## src/sv/tfr_pkg.sv

```systemverilog
package tfr_pkg;

  // Payload bytes held for PID triples (three triples of three int16 words)
  localparam int STORE_BYTES = 18;
  localparam int IDX_W       = $clog2(STORE_BYTES);

  // Job queue between parser and sequencer
  localparam int QUEUE_DEPTH = 2;

  // Frame framing and function codes
  localparam logic [7:0] SOF_1       = 8'hAA;
  localparam logic [7:0] SOF_2       = 8'hAF;
  localparam logic [7:0] FUNC_LIMIT  = 8'hF1;
  localparam logic [7:0] FUNC_REQ    = 8'h02;
  localparam logic [7:0] FUNC_PID3   = 8'h10;
  localparam logic [7:0] FUNC_PID1   = 8'h11;
  localparam logic [7:0] FUNC_ACK_LO = 8'h12;
  localparam logic [7:0] FUNC_ACK_HI = 8'h15;
  localparam logic [7:0] SUB_READ    = 8'h01;
  localparam logic [7:0] SUB_DEFAULT = 8'hA1;

  // Acknowledge frame: SOF_1 SOF_1 ACK_ADDR ACK_FUNC func sum chk
  localparam logic [7:0] ACK_ADDR = 8'hEF;
  localparam logic [7:0] ACK_FUNC = 8'h02;
  localparam logic [7:0] ACK_BASE = 8'(SOF_1 + SOF_1 + ACK_ADDR + ACK_FUNC);
  localparam int         ACK_LEN  = 7;

  localparam int STEP_W = 4;

  typedef enum logic [2:0] {
    PH_IDLE,
    PH_SOF2,
    PH_FUNC,
    PH_LEN,
    PH_DATA,
    PH_CHK
  } phase_e;

  typedef enum logic [1:0] {
    KIND_ACK,
    KIND_PID,
    KIND_READ,
    KIND_DEFAULT
  } kind_e;

  typedef enum logic [2:0] {
    OP_READ,
    OP_DEFAULT,
    OP_PID3,
    OP_PID1,
    OP_ACK
  } op_e;

  typedef struct packed {
    op_e                         op;
    logic [7:0]                  func;
    logic [7:0]                  sum;
    logic [STORE_BYTES-1:0][7:0] data;
  } job_t;

  // Number of result items a job produces
  function automatic logic [STEP_W-1:0] op_steps(op_e op);
    logic [STEP_W-1:0] n;
    case (op)
      OP_READ:    n = STEP_W'(1);
      OP_DEFAULT: n = STEP_W'(1);
      OP_PID3:    n = STEP_W'(3 + ACK_LEN);
      OP_PID1:    n = STEP_W'(1 + ACK_LEN);
      OP_ACK:     n = STEP_W'(ACK_LEN);
      default:    n = STEP_W'(1);
    endcase
    return n;
  endfunction

  // Number of PID triples ahead of the acknowledge
  function automatic logic [STEP_W-1:0] op_triples(op_e op);
    logic [STEP_W-1:0] n;
    case (op)
      OP_PID3: n = STEP_W'(3);
      OP_PID1: n = STEP_W'(1);
      default: n = '0;
    endcase
    return n;
  endfunction

endpackage

```

## src/sv/tfr_parser.sv

```systemverilog
module tfr_parser import tfr_pkg::*; #(
  parameter int MAX_PAYLOAD_LEN = 49
) (
  input  logic       clk_i,
  input  logic       rst_ni,
  input  logic       in_valid_i,
  input  logic [7:0] rx_byte_i,
  input  logic       q_full_i,
  output logic       in_stall_o,
  output logic       push_o,
  output job_t       job_o
);

  localparam int         LEN_W   = $clog2(MAX_PAYLOAD_LEN + 1);
  localparam logic [7:0] MAX_LEN = 8'(MAX_PAYLOAD_LEN);

  phase_e                      phase_q, phase_d;
  logic [7:0]                  func_q, func_d;
  logic [LEN_W-1:0]            rem_q, rem_d;
  logic [LEN_W-1:0]            cnt_q, cnt_d;
  logic [7:0]                  sum_q, sum_d;
  logic [STORE_BYTES-1:0][7:0] store_q;
  logic [STORE_BYTES-1:0][7:0] snap;
  logic                        accept;
  logic                        store_we;
  logic                        sum_ok;
  logic                        op_hit;
  op_e                         op;

  assign in_stall_o = q_full_i;
  assign accept     = in_valid_i && !q_full_i;
  // payload bytes and the checksum byte land in the store while the count is below
  // STORE_BYTES; not the byte that drops a zero-length frame
  assign store_we   = accept
                      && ((phase_q == PH_DATA && rem_q != '0) || phase_q == PH_CHK)
                      && (cnt_q < LEN_W'(STORE_BYTES));

  // Store image with this byte written at the current count
  always_comb begin
    for (int i = 0; i < STORE_BYTES; i++) begin
      snap[i] = (cnt_q == LEN_W'(i)) ? rx_byte_i : store_q[i];
    end
  end

  // Classify a completed frame
  always_comb begin
    op     = OP_ACK;
    op_hit = 1'b0;
    if (func_q == FUNC_REQ) begin
      if (snap[0] == SUB_READ) begin
        op     = OP_READ;
        op_hit = 1'b1;
      end else if (snap[0] == SUB_DEFAULT) begin
        op     = OP_DEFAULT;
        op_hit = 1'b1;
      end
    end else if (func_q == FUNC_PID3) begin
      op     = OP_PID3;
      op_hit = 1'b1;
    end else if (func_q == FUNC_PID1) begin
      op     = OP_PID1;
      op_hit = 1'b1;
    end else if (func_q inside {[FUNC_ACK_LO:FUNC_ACK_HI]}) begin
      op     = OP_ACK;
      op_hit = 1'b1;
    end
  end

  assign sum_ok     = (rx_byte_i == sum_q);
  assign push_o     = accept && (phase_q == PH_CHK) && sum_ok && op_hit;
  assign job_o.op   = op;
  assign job_o.func = func_q;
  assign job_o.sum  = sum_q;
  assign job_o.data = snap;

  // Frame parser next state
  always_comb begin
    phase_d = phase_q;
    func_d  = func_q;
    rem_d   = rem_q;
    cnt_d   = cnt_q;
    sum_d   = sum_q;
    if (accept) begin
      case (phase_q)
        PH_IDLE: begin
          if (rx_byte_i == SOF_1) begin
            phase_d = PH_SOF2;
            sum_d   = rx_byte_i;
          end
        end
        PH_SOF2: begin
          phase_d = PH_IDLE;
          if (rx_byte_i == SOF_2) begin
            phase_d = PH_FUNC;
            sum_d   = sum_q + rx_byte_i;
          end
        end
        PH_FUNC: begin
          phase_d = PH_IDLE;
          if (rx_byte_i < FUNC_LIMIT) begin
            phase_d = PH_LEN;
            func_d  = rx_byte_i;
            sum_d   = sum_q + rx_byte_i;
          end
        end
        PH_LEN: begin
          phase_d = PH_IDLE;
          if (rx_byte_i <= MAX_LEN) begin
            phase_d = PH_DATA;
            rem_d   = rx_byte_i[LEN_W-1:0];
            cnt_d   = '0;
            sum_d   = sum_q + rx_byte_i;
          end
        end
        PH_DATA: begin
          // zero-length frame: the byte after the length drops the frame
          phase_d = PH_IDLE;
          if (rem_q != '0) begin
            phase_d = (rem_q == LEN_W'(1)) ? PH_CHK : PH_DATA;
            rem_d   = rem_q - LEN_W'(1);
            cnt_d   = cnt_q + LEN_W'(1);
            sum_d   = sum_q + rx_byte_i;
          end
        end
        PH_CHK: begin
          phase_d = PH_IDLE;
        end
        default: begin
          phase_d = PH_IDLE;
        end
      endcase
    end
  end

  // Parser registers
  always_ff @(posedge clk_i or negedge rst_ni) begin
    if (!rst_ni) begin
      phase_q <= PH_IDLE;
      func_q  <= '0;
      rem_q   <= '0;
      cnt_q   <= '0;
      sum_q   <= '0;
    end else begin
      phase_q <= phase_d;
      func_q  <= func_d;
      rem_q   <= rem_d;
      cnt_q   <= cnt_d;
      sum_q   <= sum_d;
    end
  end

  // Payload store, stale bytes read as zero after reset
  always_ff @(posedge clk_i or negedge rst_ni) begin
    if (!rst_ni) begin
      store_q <= '0;
    end else if (store_we) begin
      store_q[cnt_q[IDX_W-1:0]] <= rx_byte_i;
    end
  end

  a_push_from_chk: assert property (@(posedge clk_i) disable iff (!rst_ni)
    push_o |-> phase_q == PH_CHK && cnt_q != '0)
    else $error("job pushed outside checksum phase");

  a_chk_follows_data: assert property (@(posedge clk_i) disable iff (!rst_ni)
    phase_q == PH_CHK |-> rem_q == '0 && cnt_q != '0)
    else $error("checksum phase with payload outstanding");

endmodule

```

## src/sv/tfr_queue.sv

```systemverilog
module tfr_queue import tfr_pkg::*; (
  input  logic clk_i,
  input  logic rst_ni,
  input  logic push_i,
  input  job_t job_i,
  output logic full_o,
  input  logic pop_i,
  output logic valid_o,
  output job_t job_o
);

  localparam int PTR_W = (QUEUE_DEPTH > 1) ? $clog2(QUEUE_DEPTH) : 1;
  localparam int CNT_W = $clog2(QUEUE_DEPTH + 1);

  job_t             entry_q [QUEUE_DEPTH];
  logic [PTR_W-1:0] wr_q, rd_q;
  logic [CNT_W-1:0] cnt_q;
  logic             do_pop;

  assign full_o  = (cnt_q == CNT_W'(QUEUE_DEPTH));
  assign valid_o = (cnt_q != '0);
  assign job_o   = entry_q[rd_q];
  assign do_pop  = pop_i && valid_o;

  // Pointers and fill count
  always_ff @(posedge clk_i or negedge rst_ni) begin
    if (!rst_ni) begin
      wr_q  <= '0;
      rd_q  <= '0;
      cnt_q <= '0;
    end else begin
      if (push_i) begin
        wr_q <= (wr_q == PTR_W'(QUEUE_DEPTH - 1)) ? '0 : wr_q + PTR_W'(1);
      end
      if (do_pop) begin
        rd_q <= (rd_q == PTR_W'(QUEUE_DEPTH - 1)) ? '0 : rd_q + PTR_W'(1);
      end
      cnt_q <= cnt_q + CNT_W'(push_i) - CNT_W'(do_pop);
    end
  end

  // Job storage
  always_ff @(posedge clk_i) begin
    if (push_i) begin
      entry_q[wr_q] <= job_i;
    end
  end

  a_no_overflow: assert property (@(posedge clk_i) disable iff (!rst_ni)
    push_i |-> !full_o)
    else $error("job queue overflow");

endmodule

```

## src/sv/tfr_seq.sv

```systemverilog
module tfr_seq import tfr_pkg::*; (
  input  logic               clk_i,
  input  logic               rst_ni,
  input  logic               job_valid_i,
  input  job_t               job_i,
  output logic               pop_o,
  output logic               out_valid_o,
  input  logic               out_stall_i,
  output logic [1:0]         kind_o,
  output logic [7:0]         tx_byte_o,
  output logic [1:0]         wheel_o,
  output logic signed [15:0] kp_o,
  output logic signed [15:0] ki_o,
  output logic signed [15:0] kd_o,
  output logic               last_o
);

  logic [STEP_W-1:0] step_q, step_d;
  logic [STEP_W-1:0] total;
  logic [STEP_W-1:0] ntrip;
  logic [2:0]        ack_idx;
  logic [1:0]        trip;
  logic              load;
  logic              is_last;
  logic              is_trip;
  logic [47:0]       gains;
  logic [7:0]        ack_byte;

  logic              valid_q;
  kind_e             kind_q, kind_d;
  logic [7:0]        tx_q, tx_d;
  logic [1:0]        wheel_q, wheel_d;
  logic [47:0]       gains_q, gains_d;
  logic              last_q;

  assign total   = op_steps(job_i.op);
  assign ntrip   = op_triples(job_i.op);
  assign is_last = (step_q == total - STEP_W'(1));
  assign is_trip = (step_q < ntrip);
  assign trip    = step_q[1:0];
  assign ack_idx = 3'(step_q - ntrip);
  assign load    = job_valid_i && (!valid_q || !out_stall_i);
  assign pop_o   = load && is_last;

  // Select the three big-endian words of one triple
  always_comb begin
    case (trip)
      2'd0:    gains = {job_i.data[0],  job_i.data[1],  job_i.data[2],
                        job_i.data[3],  job_i.data[4],  job_i.data[5]};
      2'd1:    gains = {job_i.data[6],  job_i.data[7],  job_i.data[8],
                        job_i.data[9],  job_i.data[10], job_i.data[11]};
      2'd2:    gains = {job_i.data[12], job_i.data[13], job_i.data[14],
                        job_i.data[15], job_i.data[16], job_i.data[17]};
      default: gains = '0;
    endcase
  end

  // Acknowledge frame bytes
  always_comb begin
    case (ack_idx)
      3'd0:    ack_byte = SOF_1;
      3'd1:    ack_byte = SOF_1;
      3'd2:    ack_byte = ACK_ADDR;
      3'd3:    ack_byte = ACK_FUNC;
      3'd4:    ack_byte = job_i.func;
      3'd5:    ack_byte = job_i.sum;
      3'd6:    ack_byte = ACK_BASE + job_i.func + job_i.sum;
      default: ack_byte = '0;
    endcase
  end

  // Build the next result item
  always_comb begin
    kind_d  = KIND_ACK;
    tx_d    = '0;
    wheel_d = '0;
    gains_d = '0;
    step_d  = step_q;
    case (job_i.op)
      OP_READ:    kind_d = KIND_READ;
      OP_DEFAULT: kind_d = KIND_DEFAULT;
      default: begin
        if (is_trip) begin
          kind_d  = KIND_PID;
          wheel_d = (job_i.op == OP_PID1) ? 2'd3 : trip;
          gains_d = gains;
        end else begin
          tx_d = ack_byte;
        end
      end
    endcase
    if (load) begin
      step_d = is_last ? '0 : step_q + STEP_W'(1);
    end
  end

  // Step counter and output valid
  always_ff @(posedge clk_i or negedge rst_ni) begin
    if (!rst_ni) begin
      step_q  <= '0;
      valid_q <= 1'b0;
    end else begin
      step_q <= step_d;
      if (load) begin
        valid_q <= 1'b1;
      end else if (!out_stall_i) begin
        valid_q <= 1'b0;
      end
    end
  end

  // Output payload register
  always_ff @(posedge clk_i) begin
    if (load) begin
      kind_q  <= kind_d;
      tx_q    <= tx_d;
      wheel_q <= wheel_d;
      gains_q <= gains_d;
      last_q  <= is_last;
    end
  end

  assign out_valid_o = valid_q;
  assign kind_o      = kind_q;
  assign tx_byte_o   = tx_q;
  assign wheel_o     = wheel_q;
  assign kp_o        = gains_q[47:32];
  assign ki_o        = gains_q[31:16];
  assign kd_o        = gains_q[15:0];
  assign last_o      = last_q;

  a_job_held: assert property (@(posedge clk_i) disable iff (!rst_ni)
    step_q != '0 |-> job_valid_i)
    else $error("job left the queue mid-sequence");

  a_step_range: assert property (@(posedge clk_i) disable iff (!rst_ni)
    job_valid_i |-> step_q < total)
    else $error("step beyond job length");

endmodule

```

## src/sv/telemetry_frame_receiver_core.sv

```systemverilog
// Channel   Handshake                     Payload
// in        in_valid_i / in_stall_o       rx_byte_i
// out       out_valid_o / out_stall_i     kind_o tx_byte_o wheel_o kp_o ki_o kd_o last_o
//
// One byte is taken per cycle while in_stall_o is low; a good frame of a known
// function queues one job, which the sequencer turns into 1 to 10 result items
// at one per cycle while out_stall_i is low. in_stall_o rises only while the
// two-entry job queue is full. Results pass the job queue, then the output register.
// rst_ni clears the parser, the payload store, the queue and the output valid.
module telemetry_frame_receiver_core import tfr_pkg::*; #(
  parameter int MAX_PAYLOAD_LEN = 49
) (
  input  logic               clk_i,
  input  logic               rst_ni,
  input  logic               in_valid_i,
  output logic               in_stall_o,
  input  logic [7:0]         rx_byte_i,
  output logic               out_valid_o,
  input  logic               out_stall_i,
  output logic [1:0]         kind_o,
  output logic [7:0]         tx_byte_o,
  output logic [1:0]         wheel_o,
  output logic signed [15:0] kp_o,
  output logic signed [15:0] ki_o,
  output logic signed [15:0] kd_o,
  output logic               last_o
);

  logic push;
  logic q_full;
  logic q_valid;
  logic pop;
  job_t push_job;
  job_t head_job;

  // Front: frame parser
  tfr_parser #(
    .MAX_PAYLOAD_LEN(MAX_PAYLOAD_LEN)
  ) u_parser (
    .clk_i      (clk_i),
    .rst_ni     (rst_ni),
    .in_valid_i (in_valid_i),
    .rx_byte_i  (rx_byte_i),
    .q_full_i   (q_full),
    .in_stall_o (in_stall_o),
    .push_o     (push),
    .job_o      (push_job)
  );

  // Job queue
  tfr_queue u_queue (
    .clk_i   (clk_i),
    .rst_ni  (rst_ni),
    .push_i  (push),
    .job_i   (push_job),
    .full_o  (q_full),
    .pop_i   (pop),
    .valid_o (q_valid),
    .job_o   (head_job)
  );

  // Back: result sequencer
  tfr_seq u_seq (
    .clk_i       (clk_i),
    .rst_ni      (rst_ni),
    .job_valid_i (q_valid),
    .job_i       (head_job),
    .pop_o       (pop),
    .out_valid_o (out_valid_o),
    .out_stall_i (out_stall_i),
    .kind_o      (kind_o),
    .tx_byte_o   (tx_byte_o),
    .wheel_o     (wheel_o),
    .kp_o        (kp_o),
    .ki_o        (ki_o),
    .kd_o        (kd_o),
    .last_o      (last_o)
  );

endmodule

```

## config.mk

```make
export PLATFORM = sky130hd
export DESIGN_NAME = telemetry_frame_receiver_core
export DESIGN_NICKNAME = d
export VERILOG_FILES = /design/src/sv/tfr_pkg.sv /design/src/sv/tfr_parser.sv /design/src/sv/tfr_queue.sv /design/src/sv/tfr_seq.sv /design/src/sv/telemetry_frame_receiver_core.sv
export SDC_FILE = /design/constraint.sdc
export NUM_CORES = 1
export LEC_CHECK = 0
export CAP_MARGIN = 20
export CORE_AREA = 8 8 215 217
export CTS_BUF_LIST = sky130_fd_sc_hd__clkbuf_8
export DETAILED_ROUTE_END_ITERATION = 10
export DIE_AREA = 0 0 223 225
export DONT_BUFFER_PORTS = 1
export PLACE_DENSITY = 0.73
export SYNTH_ARGS = -nofsm -noshare
export SYNTH_HDL_FRONTEND = slang
export SYNTH_SLANG_ARGS = --single-unit
```

## constraint.sdc

```tcl
create_clock -name clk_i -period 16.2 [get_ports clk_i]
set_input_delay 3.24 -clock clk_i [delete_from_list [all_inputs] [get_ports clk_i]]
set_output_delay 3.24 -clock clk_i [all_outputs]
set_load 0.1 [all_outputs]
```

==> results of run 1 <==
cells by family after synthesis:
logic type | Yosys count | share of synthesized area
AO/OA/AOI/OAI | 273 | 0.0867
AND/OR/NAND/NOR | 255 | 0.0593
adder cells (fa/ha/maj) | 37 | 0.0198
buffers and inverters | 145 | 0.0238
flip-flops | 571 | 0.661
XOR/XNOR | 26 | 0.00958
multiplexers | 304 | 0.140
state kept, by name, summed over array words and instances, names as in the netlist:
name,flops
u_seq.wheel_o,2
u_seq.last_o,1
u_queue.cnt_q,2
u_queue.rd_q,1
u_seq.step_q,4
u_seq.gains_q,48
u_parser.func_q,8
u_parser.sum_q,8
u_queue.entry_q,326
u_seq.out_valid_o,1
u_seq.kind_o,2
u_parser.rem_q,6
u_seq.tx_byte_o,8
u_parser.phase_q,3
u_parser.store_q,144
u_queue.wr_q,1
u_parser.cnt_q,6
per-layer routing:
layer / share of wire / wire, µm / global-route usage
met5: 0 / 0 / 0
met4: 0.021 / 1070 / 0.0758
met3: 0.053 / 2740 / 0.0367
met2: 0.48 / 25000 / 0.336
met1: 0.44 / 22700 / 0.274
power by group through the flow:
stage          clock (mW)  combinational (mW)  sequential [mW]
6_report             1.15               0.632             2.35
3_5_place_dp            0               0.615             2.38
2_1_floorplan           0               0.505             2.33
5_1_grt              1.25               0.693             2.36
4_1_cts              1.18               0.618             2.36
3_3_place_gp            0               0.594             2.38
final cells by class:
cell class              instances  area [µm²]
repair buffers                 13         158
clock buffers                 107        1470
well taps                     546         683
flip-flops and latches        571       16200
fillers                      3045       16000
clock inverters                58         263
inverters                      31         116
multi-input cells             895        7810
layout by cell type (no fill, tap or decap), drive strengths merged, types with 10 or more instances in the layout:
cell    synthesis  final
o21ai          63     63
nand2          55     55
nor3           17     17
nor2           53     53
ha             34     34
a211oi         54     54
clkinv          0     14
buf            19     13
dfrtp         184    184
xnor2          15     15
mux2i          10     10
a21oi          22     22
clkbuf         95    107
edfxtp        387    387
inv            31     73
nand3          14     14
nor4           11     11
a222oi         96     96
nor2b          54     54
xor2           11     11
mux2          292    292
nand2b         12     12
path summary, 6_finish.rpt:
path / startpoint / endpoint / slack, ns
min: u_parser.func_q[6] / u_queue.entry_q[1][158] / 0.48
max in group asynchronous: rst_ni / u_queue.rd_q / 13.50
max reg2reg: u_parser.cnt_q[4] / u_queue.entry_q[1][125] / 11.13
max: rx_byte_i[3] / u_queue.entry_q[1][125] / 9.51
min reg2reg: u_parser.func_q[6] / u_queue.entry_q[1][158] / 0.48
min in group asynchronous: rst_ni / u_parser.store_q[81] / 2.31
worst max-delay path: cells and delay by family:
family | cells | cell delay (ns)
AND/OR/NAND/NOR | 3 | 0.95
AO/OA/AOI/OAI | 2 | 0.54
buffers and inverters | 2 | 1.74
adder cells (fa/ha/maj) | 1 | 0.35
metrics by stage:
| step | cells | hold WS, ns | instance area [µm²] | power (mW) |
|---|---|---|---|---|
| 2_1_floorplan | 1611 | 0.450 | 24600 | 2.84 |
| 3_3_place_gp | 2053 | 0.468 | 24900 | 2.98 |
| 3_5_place_dp | 2053 | 0.488 | 24900 | 3.00 |
| 4_1_cts | 2218 | 0.484 | 26700 | 4.16 |
| 5_1_grt | 2221 | 0.493 | 26700 | 4.30 |
| 6_report | 2221 | 0.480 | 26700 | 4.13 |
==> flow_summary_export.csv, run 1 <==
group,metric,value,unit
synthesis,synth_fp_nets,1660,
timing,setup_ws,9.51,ns
cts,htreeDepth,3,
setup_path,slowest_stage,"buf_4",
drt,viasPerCell,6.25,
die,rows,76,
place,dp_slack,8.78,ns
synthesis,yosysWarnings,0,
drt,drc_errors,0,
synthesis,ys_async_sr_fraction,0.322,
synthesis,synth_top_area_share,0.473,
pwr,peakVddDrop,0.151,mV
setup_path,crit_type,"in -> reg",
setup_path,start_kind,"primary input",
synthesis,yosysMostFrequentCell,"edfxtp_1",
status,status,"finished clean",
setup_path,r2r_cells,8,
timing,fin_setup_tns,0,ns
cts,cts_setup_buffers,0,
cells_and_area,nets,1649,
synthesis,ys_seq_area_frac,0.661,
cells_and_area,final_util,0.626,
synthesis,ys.flop_type,"edfxtp_1",
setup_path,crit_top_cell,"buf_4",
pwr,power_switching,1.60,mW
cts,cts_tree,"built",
pwr,p_comb_frac,0.153,
synthesis,syn_avg_cell_area,15.2,µm²
timing,rsz0062_at_grt,"no",
timing,hold_viol_final,0,
cts,worstSkewPairLatency,0.65,ns
synthesis,synth_top_cells_by_count,"edfxtp_1, mux2_2, dfrtp_1",
grt,grt_pass1_vias,14300,
die,io_pins,75,
setup_path,critPathMaxFanout,78,
timing,timing.fmax,149,MHz
synthesis,yosys.area.top_type,"edfxtp_1",
setup_path,slowest_delay,0.94,ns
grt,grtUsageTotal,0.205,
grt,grt_pass1_wl,80600,µm
cts,cts_buffers,88,
drt,vias,13900,
min_path,min_path_type,"reg -> reg",
place,gp_congestion,0.843,
pwr,switching_share,0.387,
die,core-area,42700,µm²
cts,cts-root-buf,"clkbuf_8",
flow_run,drv_cap,0,
cts,cts_hold_buf,0,
cts,cts_buffer_depth,3,
timing,max_slew_margin,0.269,
die,initial_core_util,0.575,
drt,drtIter0Drc,1469,
min_path,whs_path_depth,0,
cts,post_cts_resize_count,0,
cells_and_area,n_antenna_cell,0,
drt,wl,51500,µm
timing,drv_slew,0,
timing,tightest_slew,1.10,ns
die,die_area,50200,µm²
timing,finalSetupViolations,0,
pwr,clkPwrFrac,0.279,
synthesis,ys_top_cells_by_area,"edfxtp_1, dfrtp_1, mux2_2",
cts,cts_sinks,571,
drt,dr.pass1.iters,7,
die,die_height,225,µm
cells_and_area,synthToLayoutAreaGrowth,8.89,%
drt,wire_per_inst,23.2,µm
synthesis,synth-edff-count,387,
grt,grt_max_degree,185,
grt,grt_overflow_total,0,
place,dp_hpwl,29400,µm
synthesis,postSynthCellCount,1611,
timing,finalCritPeriodShare,0.413,
setup_path,required,16.44,ns
pwr,seqPwrFrac,0.569,
pwr,power_density,155,nW/µm²
timing,fin_crit,6.69,ns
synthesis,yosysUniqueCellTypes,70,
cells_and_area,layout-drive-gt1-share,0.283,
drt,antenna_left,0,
die,die_w,223,µm
pwr,internal_power,2.53,mW
timing,skew,0.0321,ns
setup_path,crit_path_end_kind,"flop",
setup_path,crit_chain,"ha_1 -> nor4_1 -> nand4b_1 -> a2111oi_2 -> o21ai_2 -> nor2_4 -> buf_4 -> buf_4",
setup_path,arrival,6.93,ns
pwr,p_leak,10.5,nW
place,port_buffers,0,
cts,cts.clk_slew.worst_paths,0.06,ns
grt,antenna_found_initial,0,
synthesis,netlist_area,24600,µm²
synthesis,ys_ff_latch,571,
(Power assumes the default switching activity.)
==> inputs of run 2 (changes only) <==
--- a/config.mk
+++ b/config.mk
@@ -11,7 +11,7 @@
 export DETAILED_ROUTE_END_ITERATION = 10
 export DIE_AREA = 0 0 223 225
 export DONT_BUFFER_PORTS = 1
-export PLACE_DENSITY = 0.73
+export PLACE_DENSITY = 0.76
 export SYNTH_ARGS = -nofsm -noshare
 export SYNTH_HDL_FRONTEND = slang
 export SYNTH_SLANG_ARGS = --single-unit
==> constraint.sdc (replaced) <==
create_clock -name clk_i -period 5.9 [get_ports clk_i]
set_input_delay 1.18 -clock clk_i [delete_from_list [all_inputs] [get_ports clk_i]]
set_output_delay 1.18 -clock clk_i [all_outputs]
set_load 0.1 [all_outputs]
==> run 2 against run 1 <==
Effect of this change:
- hold slack lost 0.23 ns
- critical path type is now reg -> reg
- wire length increased by 3.2%
- largest cell class unchanged
- first-iteration DRC count grew 12%
- sequential power rose to 2.8 times the previous value
==> flow_summary_export.csv, run 2 (synthesized netlist as in run 1, its figures left out) <==
group,metric,value,unit
cells_and_area,layout_common_cells,"edfxtp_1, mux2_2, dfrtp_1",
pwr,p_leak,10.4,nW
setup_path,slowest_stage,"nor2_4",
cts,worstSkewPairLatency,0.63,ns
place,dp_hpwl,30100,µm
setup_path,critPathMaxFanout,72,
die,core-area,42700,µm²
setup_path,path_buf_inv,1,
cts,cts_sinks,571,
die,die_w,223,µm
cells_and_area,largest_reg_flops,326,
timing,max_slew_margin,0.254,
drt,drc_errors,0,
min_path,min_path_type,"in -> async",
drt,dr.pass1.iters,9,
timing,hold_viol_final,0,
timing,finalCritPeriodShare,0.658,
pwr,power_density,428,nW/µm²
cells_and_area,largest_register,"u_queue.entry_q",
die,rows,76,
setup_path,crit_chain,"nor2_1 -> nand3_1 -> or3_1 -> o21ai_1 -> o21ai_2 -> nor2_4 -> buf_12",
cts,cts_buffer_depth,3,
die,initial_core_util,0.575,
flow_run,drv_cap,0,
cts,cts_tree,"built",
place,dpl_cell_area,25000,µm²
setup_path,arrival,4.15,ns
timing,fin_crit,3.88,ns
grt,grt_pass1_vias,14500,
drt,drtIter0Drc,1647,
timing,fin_setup_tns,0,ns
drt,antenna_left,0,
die,io_pins,75,
timing,timing.fmax,258,MHz
cts,cts_hold_buf,0,
cts,cts-root-buf,"clkbuf_8",
cells_and_area,final_cells,2226,
setup_path,required,6.17,ns
pwr,peakVddDrop,0.443,mV
timing,whs,0.250,ns
cells_and_area,synthToLayoutAreaGrowth,8.93,%
setup_path,start_kind,"flop",
cts,post_cts_resize_count,0,
cells_and_area,post-route-cell-area,26700,µm²
timing,skew,0.0242,ns
die,die_height,225,µm
setup_path,crit_type,"reg -> reg",
cells_and_area,nets,1652,
cts,cts.clk_slew.worst_paths,0.06,ns
timing,finalSetupViolations,0,
timing,tightest_slew,1.11,ns
grt,grt_pass1_wl,82300,µm
drt,wire_per_inst,23.9,µm
cts,cts_setup_buffers,0,
drt,wl,53200,µm
grt,grt_max_degree,185,
drt,vias,14000,
cells_and_area,reg_top3,"u_queue.entry_q: 326 flops, u_parser.store_q: 144 flops, u_seq.gains_q: 48 flops",
grt,grt_overflow_total,0,
grt,grtUsageTotal,0.210,
place,dp_cells,2053,
cells_and_area,final_common_cell,"edfxtp_1",
setup_path,slowest_delay,0.62,ns
pwr,power,11.4,mW
drt,viasPerCell,6.31,
status,status,"finished clean",
cts,cts_buffers,92,
timing,rsz0062_at_grt,"no",
cts,htreeDepth,3,
die,die_area,50200,µm²
setup_path,crit_path_end_kind,"flop",
place,port_buffers,0,
setup_path,critPathTopFamily,"simple AND/OR/NAND/NOR gates",
timing,drv_slew,0,
place,gp_congestion,0.828,
cells_and_area,layout-drive-gt1-share,0.283,
grt,antenna_found_initial,0,
==> run 2: path summary, 6_finish.rpt <==
check                      cells after the start                       to                from  slack [ns]
max reg2reg                                    7   u_queue.entry_q[1][70]   u_parser.cnt_q[4]        2.02
max                                            7   u_queue.entry_q[1][70]   u_parser.cnt_q[4]        2.02
min                                            0    u_parser.store_q[140]              rst_ni        0.25
min in group clk_i                             0  u_queue.entry_q[0][157]  u_parser.func_q[5]        0.50
max in group asynchronous                      0     u_parser.store_q[79]              rst_ni        5.22
min reg2reg                                    0  u_queue.entry_q[0][157]  u_parser.func_q[5]        0.50
==> run 2: per-layer routing <==
layer	GRT usage	vias to the layer above	wire length (µm)
li1	-	6292	-
met1	0.274	7171	22400
met2	0.350	481	26100
met3	0.0422	93	3540
met4	0.0690	0	1120
met5	0	-	0
==> run 2: layout make-up <==
class / instances / area [µm²]
clock inverters: 68 / 335
clock buffers: 102 / 1400
multi-input cells: 895 / 7810
fillers: 3078 / 15900
flip-flops and latches: 571 / 16200
inverters: 31 / 116
diodes: 1 / 2.50
well taps: 546 / 683
repair buffers: 12 / 168
==> run 2: where the power goes <==
part	leakage, nW	switching (mW)	internal, mW
sequential	6.19	1.87	4.61
combinational	3.22	1.10	0.675
clock	1.01	1.51	1.67
total	10.4	4.48	6.96
==> run 2: stage by stage <==
step           worst slack, ns   util
6_report                  2.02  0.626
5_1_grt                   1.65  0.626
4_1_cts                   2.02  0.625
3_5_place_dp              1.74  0.584
3_3_place_gp              1.81  0.584
2_1_floorplan            -1.19      -
==> run 2: worst reg2reg max path, cell delays in order, from the launching register on <==
cell	delay (ns)
dfrtp_1	0.48
nor2_1	0.56
nand3_1	0.53
or3_1	0.50
o21ai_1	0.15
o21ai_2	0.17
nor2_4	0.62
buf_12	0.41
